$ cat src/rtl/bsc_ram.sv
// Generic single-write, single-read RAM with registered read data.
`timescale 1ns / 1ps
module bsc_ram #(
  parameter int W = 32,
  parameter int D = 16
) (
  input  logic                 clk,
  input  logic                 we,
  input  logic [$clog2(D)-1:0] waddr,
  input  logic [W-1:0]         wdata,
  input  logic [$clog2(D)-1:0] raddr,
  output logic [W-1:0]         rdata
);

  logic [W-1:0] mem [D];

  always_ff @(posedge clk) begin
    if (we) begin
      mem[waddr] <= wdata;
    end
    rdata <= mem[raddr];
  end

endmodule

$ cat config.mk
export PLATFORM = sky130hd
export DESIGN_NAME = bsc_ram
export DESIGN_NICKNAME = d
export VERILOG_FILES = /design/src/rtl/bsc_ram.sv
export SDC_FILE = /design/constraint.sdc
export NUM_CORES = 1
export LEC_CHECK = 0
export BUFFER_PORTS_ARGS = -buffer_cell sky130_fd_sc_hd__buf_2
export CAP_MARGIN = 10
export CORE_MARGIN = 2
export CORE_UTILIZATION = 24
export DETAILED_ROUTE_END_ITERATION = 7
export PLACE_DENSITY = 0.49
export SETUP_SLACK_MARGIN = 0.15
export SKIP_CTS_REPAIR_TIMING = 1
export SLEW_MARGIN = 20
export SYNTH_ARGS = -nofsm -noshare
export SYNTH_HDL_FRONTEND = slang
export SYNTH_SLANG_ARGS = --single-unit
$ cat constraint.sdc
create_clock -name clk -period 3.05 [get_ports clk]
set_input_delay 0 -clock clk [delete_from_list [all_inputs] [get_ports clk]]
set_output_delay 0 -clock clk [all_outputs]
set_load 0.05 [all_outputs]
# Word-level counts from Yosys, hierarchy flattened
# Memory sizes are Yosys's and may differ from the RTL's. A register that Yosys moved wholly into a read port is not among the register bits.
# Cells that the tools add are included.
[totals]
latch_bits = 0
output_inout_bits = 32
ff_bits = 0
ram_bits = 512
input_bits = 42
mem_bits_ro = 0
memories = 1
word_cells = 3
[memory_table]
columns = ["memory", "depth", "width", "read_ports", "rd_clocked_by_memory_dff", "wr", "line", "rtl"]
rows = [
  ["mem", 16, 32, 1, 1, 1, "15", "logic [W-1:0] mem [D];"],
]
[classes]
bitwise_logic = 0
addsub = 0
multipliers = 0
mux = 2
order_cmp = 0
shift = 0
div = 0
eq_ne = 0
n_reduce_logical = 0
[ops]
columns = ["op", "count"]
rows = [
  ["1-bit two-way mux", 2],
]

# Longest topological paths before layout
[logic_depth]
word_depth = 2
ltp_mapped = 5
depth_no_buf = 3

# Worst setup path after synthesis
# Ideal clock, no wire load.
[synth_path]
kind = "input to register"
startpoint = "in waddr[2]"
endpoint = "mem mem[0][0], enable pin"
setup_ps = 461
t_arrival_ps = 2718
path_stages = 2
path_slack_ps = -130
path_buffers = 0
cell_sequence = "or3b_2 nor3_1"
[synth_lines]
columns = ["item", "line", "rtl"]
rows = [
  ["start: declaration", "9", "input logic [$clog2(D)-1:0] waddr,"],
  ["end: declaration", "15", ""],
]
# Straight into the memory's write port.

==> impl_results.md <==
- Die width: between 200 and 300 microns
- Final setup TNS: 0 ns
- Fin. Hold Viols: 0
- Detailed placement HPWL: ~25 mm
- Yosys Warn Count: 0
- IO Port Bufs: 73
- Synth Flop Type: edfxtp_1
- Post-synth top area cell: edfxtp_1
- Drt wl/cell: roughly 22 microns
- DR iter-0 viols: ~740
- Drt first pass iters: 5
- Slowest Stage Delay on Critical Path: 0.57 ns
- Vias per cell: around 4.3
- CTS tree: yes
- Crit. End Element: flop
- Tcrit/Tclk final: 0.5725
- Initial antenna violation count: 1
- Die H: approximately 300 microns
- WP data required: roughly 3.6 ns
- DIE AREA: approximately 85000 sq um
- Antenna violation net count after detailed routing: 0
- Area Growth Syn to Fin: 20.83%
- Max Cap Viol: 0
- Share of layout cells above drive strength 1: 0.3218
- Core box area: around 82000 sq um
- Most frequent cells in the layout: edfxtp_1, mux4_2, buf_2
- Clock root cell: clkbuf_16
- CP arrival: 2.24 ns
- Clk sinks: roughly 540
- Synth Area per Inst: ~24 sq um
- Setup CP Type: flop to flop
- Initial core utilization: 0.2422
- H-tree levels: 2
- Largest net degree at the start of global routing: 45
- Num CTS Buffers: 57
- Layout Nets: between 1000 and 1500
- Post-Syn Area: between 15000 and 20000 sq um
- Synth top area cells: edfxtp_1, mux4_2, dfxtp_1
- Longest Clk Path Bufs: 3
- Fillers: 8041
- Post-route DRC: 0
- Unrepaired setup endpoints after global routing: false
- Hold slack final: approximately 0.025 ns
- Max stage delay cell, worst path: dlygate4sd3_1
- Max FO, Critical Path: 1
- Share of the synthesized area in the top cell type: 0.7744
- WL final: ~47 mm
- Post-Synthesis Cells: 838
- Max VDD drop: around 370 uV
- Outcome: finished, final reports clean
- ANT cells: 0
- Yosys reg bits: 544
- Slew @ Worst Pin: 0.7588 ns
- P_leak: ~0.0076 uW
- Synth Net Count: 880
- Register area share after synthesis: 0.8067
- Commonest non-fill, non-tap cell in the layout: edfxtp_1
- Cell Chain, Critical Path: mux4_2 -> a22oi_1 -> dlygate4sd3_1 -> nand2_1
- Worst slew margin: 0.4942
- WHS Path Cells: 4
- Clk_lat worst skew: approximately 0.6 ns
- First-pass GRT wire length: roughly 68 mm
- GPL Wtd Cong: 0.6701
- Routed vias: 9075
- Clock transition at path regs: 0.06 ns
- Total GRT Usage: 0.1097
- Ys async rst share: 0
- Io pins: between 70 and 80
- Number of distinct library cells after synthesis: 18
- Fmax: 0.5727 GHz
- Final Slew Violations: 0
- EDFF count, synth: 512
- Time the worst path needs with I/O delays and setup: 1.746 ns
- Hold WC Path Type: input port to flop
- Pwr dens: approximately 670 nW/um^2
- Vias in the first global route: about 9500
- Reg2reg path depth: 4
- Setup Skew: between 0.02 and 0.025 ns
- FP Rows: 105
- Startpoint types: flop
- Final setup violation count: 0
- Total grt overflow: 0
## through the flow
stage / worst slack (ns) / area (sq um) / std cells / utilization / total power, uW
6_report: 1.304 / 23990 / 2111 / 0.2926 / 16110
5_1_grt: 1.233 / 23990 / 2111 / 0.2926 / 16660
4_1_cts: 1.584 / 23650 / 2077 / 0.2885 / 16290
3_5_place_dp: 1.113 / 21820 / 1971 / 0.2662 / 9522
3_3_place_gp: 1.115 / 21820 / 1971 / 0.2662 / 9506
2_1_floorplan: 0.1707 / 19860 / 838 / - / 9131
## cells in the mapped netlist, drive strengths merged, types with 2 or more instances
| cell type | number |
|---|---|
| buf | 26 |
| mux4 | 128 |
| edfxtp | 512 |
| nand2b | 2 |
| a22oi | 64 |
| dfxtp | 32 |
| clkbuf | 17 |
| nor2b | 2 |
| nand2 | 33 |
| nor3 | 4 |
| nor2 | 13 |
| nand3b | 2 |
## sequential cells by signal (all words and copies together) (netlist names)
signal,cells
mem,512
rdata,32
## metal layers
metal	share of wire	global-route usage	routed length, microns	vias up
met3	0.048	0.02489	2228	70
met5	0.00015	0	7	-
met2	0.46	0.1700	21650	201
met1	0.47	0.1549	22010	4913
li1	-	-	-	3889
met4	0.019	0.02980	898	2
## where the power goes
group	switching [uW]	total (uW)	internal, uW
sequential	57.4	8420	8360
clock	2780	6730	3950
combinational	625	962	337
## final cells by class
cell class                 instances  area [sq um]  share of cell area
tap                             1070          1339             0.05581
clock buffer                      85          1643             0.06848
sequential                       544         16020              0.6676
multi-input combinational        251          3756              0.1566
clock inverter                    21         183.9            0.007667
timing repair buffer             140          1052             0.04386
## cell families (layout without fill, tap and decap cells)
logic type | after synthesis | count (layout) | share of synthesized area
multiplexers | 128 | 128 | 0.1452
AO/OA/AOI/OAI | 64 | 64 | 0.02420
buffers and inverters | 43 | 246 | 0.01122
AND/OR/NAND/NOR | 59 | 59 | 0.01273
flip-flops | 544 | 544 | 0.8067
## final timing paths
path	startpoint	end	slack [ns]
worst max-delay path	mem[0][23]$_DFFE_PP_	rdata[23]$_DFF_P_	1.30
worst min-delay path	raddr[2]	rdata[0]$_DFF_P_	0.03
worst max register to register	mem[0][23]$_DFFE_PP_	rdata[23]$_DFF_P_	1.30
worst min register to register	mem[14][15]$_DFFE_PP_	rdata[15]$_DFF_P_	0.66
## worst max-delay path, delay by kind of cell, from the launching register on
| family | cells | cell delay, ns |
|---|---|---|
| buffers and inverters | 1 | 0.57 |
| DFF | 1 | 0.36 |
| and+or+nand+nor | 1 | 0.05 |
| AOI/OAI and AO/OA | 1 | 0.18 |
| muxes | 1 | 0.47 |
No activity file was read; power rests on OpenSTA's default activity.
